--- config.mk ---
export PLATFORM = sky130hd
export DESIGN_NAME = chss_divider
export DESIGN_NICKNAME = d
export VERILOG_FILES = /design/src/hdl/chss_pkg.sv /design/src/hdl/chss_divider.sv
export SDC_FILE = /design/constraint.sdc
export NUM_CORES = 1
export LEC_CHECK = 0
export CAP_MARGIN = 25
export CORE_MARGIN = 2
export CORE_UTILIZATION = 46
export CTS_CLUSTER_DIAMETER = 80
export DETAILED_ROUTE_END_ITERATION = 8
export DONT_BUFFER_PORTS = 1
export GPL_ROUTABILITY_DRIVEN = 0
export PLACE_DENSITY = 0.73
export SLEW_MARGIN = 20
export SYNTH_ARGS = -nofsm -noshare
export SYNTH_HDL_FRONTEND = slang
export SYNTH_SLANG_ARGS = --single-unit
--- constraint.sdc ---
create_clock -name clk -period 2.8 [get_ports clk]
set_clock_uncertainty 0.2 [all_clocks]
set_input_delay 0.56 -clock clk [delete_from_list [all_inputs] [get_ports clk]]
set_output_delay 0.56 -clock clk [all_outputs]
set_load 0.01 [all_outputs]
--- src/hdl/chss_pkg.sv ---
// Shared types and constants for the consistent-hash server select block.
// Holds widths, request and register codes and the sequencer state type.
// No dependencies.
`timescale 1ns / 1ps

package chss_pkg;

  localparam int MAX_POINTS_DEF = 4096;

  localparam int HASH_W  = 32;
  localparam int SRV_W   = 16;
  localparam int SLOT_W  = 12;
  localparam int PCNT_W  = 13;
  localparam int ENTRY_W = HASH_W + SRV_W;
  localparam int DIVCNT_W = $clog2(HASH_W);

  // request types
  localparam logic REQ_WRITE  = 1'b0;
  localparam logic REQ_LOOKUP = 1'b1;

  // distribution modes
  localparam logic MODE_RING = 1'b0;
  localparam logic MODE_MOD  = 1'b1;

  // status codes
  localparam logic STAT_OK    = 1'b0;
  localparam logic STAT_EMPTY = 1'b1;

  // register indexes (paddr[3:2])
  localparam logic [1:0] REG_MODE         = 2'd0;
  localparam logic [1:0] REG_SERVER_COUNT = 2'd1;
  localparam logic [1:0] REG_POINT_COUNT  = 2'd2;

  typedef enum logic [2:0] {
    ST_IDLE,
    ST_PROBE,
    ST_CMP,
    ST_FETCH,
    ST_DIV
  } chss_state_t;

endpackage

--- src/hdl/chss_divider.sv ---
// Restoring radix-2 remainder unit: 32-bit dividend, 16-bit divisor.
// One quotient bit per cycle, done pulses after 32 steps. Uses chss_pkg.
`timescale 1ns / 1ps

module chss_divider (
  input  logic                        clk,
  input  logic                        rst_n,
  input  logic                        start,
  input  logic [chss_pkg::HASH_W-1:0] dividend,
  input  logic [chss_pkg::SRV_W-1:0]  divisor,
  output logic                        done,
  output logic [chss_pkg::SRV_W-1:0]  remainder
);

  logic                          run_r;
  logic                          done_r;
  logic [chss_pkg::DIVCNT_W-1:0] cnt_r;
  logic [chss_pkg::HASH_W-1:0]   quo_r;
  logic [chss_pkg::SRV_W-1:0]    rem_r;
  logic [chss_pkg::SRV_W-1:0]    dsr_r;
  logic [chss_pkg::SRV_W:0]      shifted;
  logic [chss_pkg::SRV_W:0]      diff;
  logic [chss_pkg::SRV_W-1:0]    rem_nxt;

  always_comb begin
    shifted = {rem_r, quo_r[chss_pkg::HASH_W-1]};
    diff    = shifted - {1'b0, dsr_r};
    if (shifted >= {1'b0, dsr_r}) begin
      rem_nxt = diff[chss_pkg::SRV_W-1:0];
    end else begin
      rem_nxt = shifted[chss_pkg::SRV_W-1:0];
    end
  end

  always_ff @(posedge clk) begin
    if (!rst_n) begin
      run_r  <= 1'b0;
      done_r <= 1'b0;
      cnt_r  <= '0;
    end else begin
      done_r <= 1'b0;
      if (start) begin
        run_r <= 1'b1;
        cnt_r <= '0;
      end else if (run_r) begin
        cnt_r <= cnt_r + 1'b1;
        if (cnt_r == '1) begin
          run_r  <= 1'b0;
          done_r <= 1'b1;
        end
      end
    end
  end

  always_ff @(posedge clk) begin
    if (start) begin
      quo_r <= dividend;
      rem_r <= '0;
      dsr_r <= divisor;
    end else if (run_r) begin
      quo_r <= {quo_r[chss_pkg::HASH_W-2:0], 1'b0};
      rem_r <= rem_nxt;
    end
  end

  assign done      = done_r;
  assign remainder = rem_r;

endmodule

# Yosys cells after proc, flatten, opt, wreduce, memory -nomap -nowiden
# Index checks and enable logic that the tools add are counted.
# Widths: inputs -> output; s select.
# word_totals
ramBits	0
mem_count	0
input_bits	51
reg_bits	71
out_inout_bits	17
romBits	0
latchBits	0
elab_cells	22
# classes
multipliers	0
reduce_logical	3
n_addsub	2
n_shift	0
n_eq_ne	1
bitwise	2
order_cmp	1
n_div	0
muxes	7
# ops
op	count
$mux 32	2
$ge 17x16->1	1
$mux 16	1
$sub 16x16->16	1
$add 5x1->5 const B	1
$eq 5x5->1 const B	1
$mux 1	4
$reduce_or 3->1	1
$not 1->1	2
$reduce_bool 2->1	1
$reduce_or 2->1	1

# Depth between registers and ports, before layout
# depth
depth_word	4
depth_mapped	11
ltp_nobuf	11

# Least setup slack after synthesis
# Ideal clock, no wire load.
# synth_timing
path_kind	flip-flop to flip-flop
start	reg quo_r[31] in the netlist's numbering
end	reg rem_r, in the netlist remainder[12]
setup_ps	117
path_stages_with_launch	12
slack_ps	49
path_buffers	0
required_time_ps	2483
arrival_time_ps	2434
period_less_slack_ps	2751
path_cell_list	edfxtp_1 inv_1 ha_1 inv_1 fa_1 a211o_1 a31oi_1 o21bai_1 mux2_2 o221ai_1 mux2_2 a22o_1
# synth_between
elab_chain_len	2
word_cells_on_any_way	3
cone_classes	add/sub (1); order compare (1); mux (1)
# synth_lines
element	line	rtl
start: declaration	chss_divider.sv:18	logic [chss_pkg::HASH_W-1:0] quo_r;
start signal: assignment	chss_divider.sv:57	quo_r <= dividend;
start signal: assignment	chss_divider.sv:61	quo_r <= {quo_r[chss_pkg::HASH_W-2:0], 1'b0};
$sub 16x16->16 / $ge 17x16->1 (equally long branches)	chss_divider.sv:27, chss_divider.sv:28	
$mux 16 (*)	chss_divider.sv:28	if (shifted >= {1'b0, dsr_r}) begin
end signal: assignment	chss_divider.sv:62	rem_r <= rem_nxt;
end: declaration	chss_divider.sv:19	logic [chss_pkg::SRV_W-1:0] rem_r;
# Mark *: on every way between the ends. The rest lies on a longest branch, timed or not.
# A chain may end at the register's enable or synchronous reset.

# Worst setup path after layout
# Ends and elaborated chain as after synthesis.

==> impl.org <==
** Worst setup path
- Endpoint required time on the critical path :: 2.85 ns
- The worst register-to-register path begins at quo_r[31]$_DFFE_PP_.
- Data on the critical path arrives at its endpoint at 2.74 ns.
- Along the worst path, the maximum fanout reaches 2.
- Crit Path Category :: register to register
- Worst flop-to-flop path endpoint :: remainder[12]$_SDFFE_PP0P_
- The most critical setup path has its startpoint at quo_r[31]$_DFFE_PP_.
- The most critical setup path has its endpoint at remainder[12]$_SDFFE_PP0P_.
- STA classifies the critical path endpoint as a register.
- STA classifies the critical path startpoint as a register.
- Counting cells, the worst reg-to-reg path comes to 11.
- Worst setup slack for register-to-register paths :: 0.11 ns

** GRT
- Via count of the first global-routing pass :: 2558
- GRT Util Overall :: 17.8%
- For this run the aggregate overflow at the end of global routing stands at 0.
- Entering global routing, the biggest net connects 64 pins.
- Wire length of the first global-routing pass :: 12100 um
- The number of antenna violations at the first check in global routing came to 0.

** Timing
- Worst Max-Slew Pin Slew :: 0.536 ns
- The hold violation total from the final report is 0.
- Setup violations remaining at the end of the flow were counted as 0.
- Worst slew margin relative to its limit :: 64.2%
- For this run, the top clock speed supported by timing is 371 MHz.
- The final critical path takes up 96.2% of the cycle.
- The max-slew violation count came to 0.
- Min Tclk post-route :: 2.69 ns
- Summed negative setup slack over all endpoints :: 0 ns
- Across all setup checks in the final design, the least slack found is 0.107 ns.

** Placed design
- Post-Place Cell Area :: 4000 um2
- The HPWL after detailed placement is 5350 um.
- During placement, the flow inserted port buffers numbering 0.
- The number of placed instances, taps included, is 429.
- OpenSTA, run right after detailed placement, puts the worst setup slack at -0.0330 ns.

** Yosys
- The Yosys step of the flow raised 0 warnings.
- Most area-hungry cell type in the Yosys netlist :: edfxtp_1
- Sequential cell area fraction in the yosys report :: 50.6%
- Synth top area cells :: edfxtp_1 38%, dfxtp_1 12%, mux2_2 9.9%, ha_1 6.0%, mux2i_1 2.9%
- Of all flip-flops after synthesis, the portion carrying an async set or reset was 0%.
- In this run the biggest area consumer among cell types represents 38.4% of the synthesized area.
- The synthesized netlist occupies a cell area of 3760 um2.
- The synthesized design contains 71 register bits.
- Syn Inst Count :: 317
- Yosys cell types :: 50
- Nets in the synthesized netlist :: 387
- Mean cell area of the mapped netlist :: 11.8 um2
- Among all flip-flop cells after synthesis, the most frequent one is edfxtp_1.
- Count of flip-flops with a built-in enable after synthesis :: 48

** Power and ir drop
- Leakage power of the design :: 1.69 nW
- IR analysis of the VDD net gives a maximum drop of 0.000439 V.
- For this design the ratio of total power to cell area is 587 nW/um2.

** Worst hold path
- The tightest min-delay check is of the input port to register type.

** Layout
- Of the cells placed in the final design, the portion with a size suffix greater than 1 is 27.7%.
- Register area :: 1900 um2
- Layout overhead on the synthesized area :: 13.9%
- Antenna Diode Count :: 0
- Post-route cell area :: 4280 um2
- Number of filler cells placed in the layout :: 678
- Post-layout nets :: 412
- Summing all multi-input logic gate instances after layout gives 1790 um2.
- Final instance count without filler cells :: 449

** Detailed routing
- Number of iterations in the first detailed-routing pass :: 4
- In the final routed layout, each cell accounts on average for 16.9 um.
- In this run the remaining antenna-violating nets after routing total 0.
- The routed design has 7570 um of wire.
- Using the TritonRoute via totals, the vias-per-cell ratio works out to 5.53.
- In the routed design, unresolved DRC markers number 0.
- The first routing iteration left 117 violations.
- Routed via count :: 2484

** Floorplanning
- After floorplanning, the core was sized to cover 7810 um2.
- From left edge to right edge, the die measures 94.4 um.
- The initial utilization of the core area, before any placement, comes to 48.1%.
- Cell row count :: 32
- Height of the chip :: 94.4 um
- The floorplan step defined a die boundary enclosing 8900 um2.
- In this run the count of I/O pins placed on the die edge is 68.

** Clocking
- Cts bufs inserted :: 9
- The H-tree generated during clock tree synthesis spans 3 levels.
- TritonCTS built the clock tree.
- Clock latency on the worst-skew pair, taken at its later pin, is 0.35 ns.
- Clock tree root buffer cell :: clkbuf_8
- The clock net in this run drives a total of 71 sinks.
- The longest clock path from root to sink contains 2 buffers.
- After clock tree synthesis, the clock-pin slew on the worst setup and hold paths is 0.08 ns.

** Run status
- Status :: complete, no violations

** Flow run
- Maxcap violations :: 0
state kept, by name, summed over array words and instances (netlist names):
register / flops
quo_r: 32
run_r: 1
done: 1
dsr_r: 16
remainder: 16
cnt_r: 5
cell usage after synthesis (7+ instances only):
library cell	count
mux2_2	33
nor2_1	20
a21oi_1	8
a211oi_1	11
a21o_1	7
ha_1	18
nand2_1	16
clkbuf_1	11
inv_1	18
mux2i_1	11
dfxtp_1	23
edfxtp_1	48
layer usage:
metal  global-route usage (%)  wire, um  vias to the layer above  part of all wire (%)
met4                     7.13       150                        0                   2.0
met5                        0         0                        -                     0
met1                     19.6      3060                     1170                    40
met2                     30.4      3890                       71                    51
li1                         -         -                     1232                     -
met3                     7.66       470                       11                   6.2
layout by cell type, fill, tap and decap left out, types with 2 or more instances in the layout:
| master | count |
|---|---|
| edfxtp_1 | 48 |
| mux2_2 | 32 |
| buf_4 | 27 |
| dfxtp_1 | 23 |
| nor2_1 | 20 |
| inv_1 | 17 |
| ha_1 | 17 |
| nand2_1 | 16 |
| mux2i_1 | 11 |
| a211oi_1 | 10 |
| clkbuf_8 | 10 |
| a21oi_1 | 8 |
| a21o_1 | 7 |
| nand3_1 | 6 |
| nor3_1 | 6 |
| nand2b_1 | 6 |
| xor2_1 | 6 |
| and3_1 | 5 |
| xnor2_1 | 5 |
| o21ai_0 | 5 |
| nor2b_1 | 4 |
| nand4_1 | 4 |
| o21a_1 | 4 |
| a31oi_1 | 4 |
| o211ai_1 | 4 |
| clkinvlp_4 | 4 |
| a21oi_2 | 2 |
| o21bai_4 | 2 |
| and2_1 | 2 |
| o41ai_1 | 2 |
| nand3b_1 | 2 |
| a31o_2 | 2 |
repair_timing:
| item | CTS | global route |
|---|---|---|
| hold buffers | 0 | 0 |
| endpoints found under the setup margin | 3 | 8 |
| setup buffers | 0 | 4 |
| pin swaps | 1 | 9 |
| resized for setup | 1 | 14 |
final cells by class:
cell class | instances | share of cell area (%)
Sequential cell | 71 | 44.4
Multi-Input combinational cell | 214 | 41.9
Clock inverter | 5 | 0.819
Clock buffer | 11 | 3.30
Tap cell | 102 | 2.98
Timing Repair Buffer | 28 | 5.00
Inverter | 18 | 1.58
power by group:
part	internal (mW)	switching [mW]	total, mW
Clock	0.344	0.386	0.729
Sequential	1.22	0.0406	1.26
Combinational	0.257	0.268	0.524
worst max-delay path: stages (launching register included):
cell and delay (ns):
edfxtp_1 0.38, inv_2 0.09, ha_4 0.13, inv_1 0.05, fa_2 0.37, a211o_1 0.33
a31oi_4 0.22, o21bai_4 0.08, mux2_2 0.23, o221ai_2 0.08, mux2_4 0.26, a22o_1 0.19
kinds of logic (layout without fill, tap and decap cells):
logic type,count (synthesis),count (layout),share of synthesized area [%]
buf+inv,32,62,3.53
fa+ha+maj,19,19,6.53
compound gates,64,64,13.6
flops,71,71,50.6
simple gates,75,75,10.1
xor+xnor,11,11,2.56
mux,45,45,13.1
worst min path at each step:
stage | slack [ns] | from | to | depth (start not counted)
after floorplan | 0.27 | cnt_r[4]$_SDFFE_PP0P_ | cnt_r[4]$_SDFFE_PP0P_ | 2
after global placement | 0.28 | cnt_r[4]$_SDFFE_PP0P_ | cnt_r[4]$_SDFFE_PP0P_ | 2
after detailed placement | 0.30 | cnt_r[4]$_SDFFE_PP0P_ | cnt_r[4]$_SDFFE_PP0P_ | 2
after CTS | 0.07 | start | remainder[1]$_SDFFE_PP0P_ | 1
after global routing | 0.06 | start | remainder[8]$_SDFFE_PP0P_ | 1
final | 0.09 | start | remainder[10]$_SDFFE_PP0P_ | 1
per-stage QoR:
| step | utilization, % | power (mW) | hold WS, ns |
|---|---|---|---|
| after floorplan | - | 1.64 | 0.267 |
| after global placement | 51.2 | 1.75 | 0.282 |
| after detailed placement | 51.2 | 1.76 | 0.300 |
| after CTS | 53.5 | 2.50 | 0.0686 |
| after global routing | 54.8 | 2.64 | 0.0612 |
| final | 54.8 | 2.51 | 0.0874 |
Note: power is estimated with default switching activity, not from simulation.
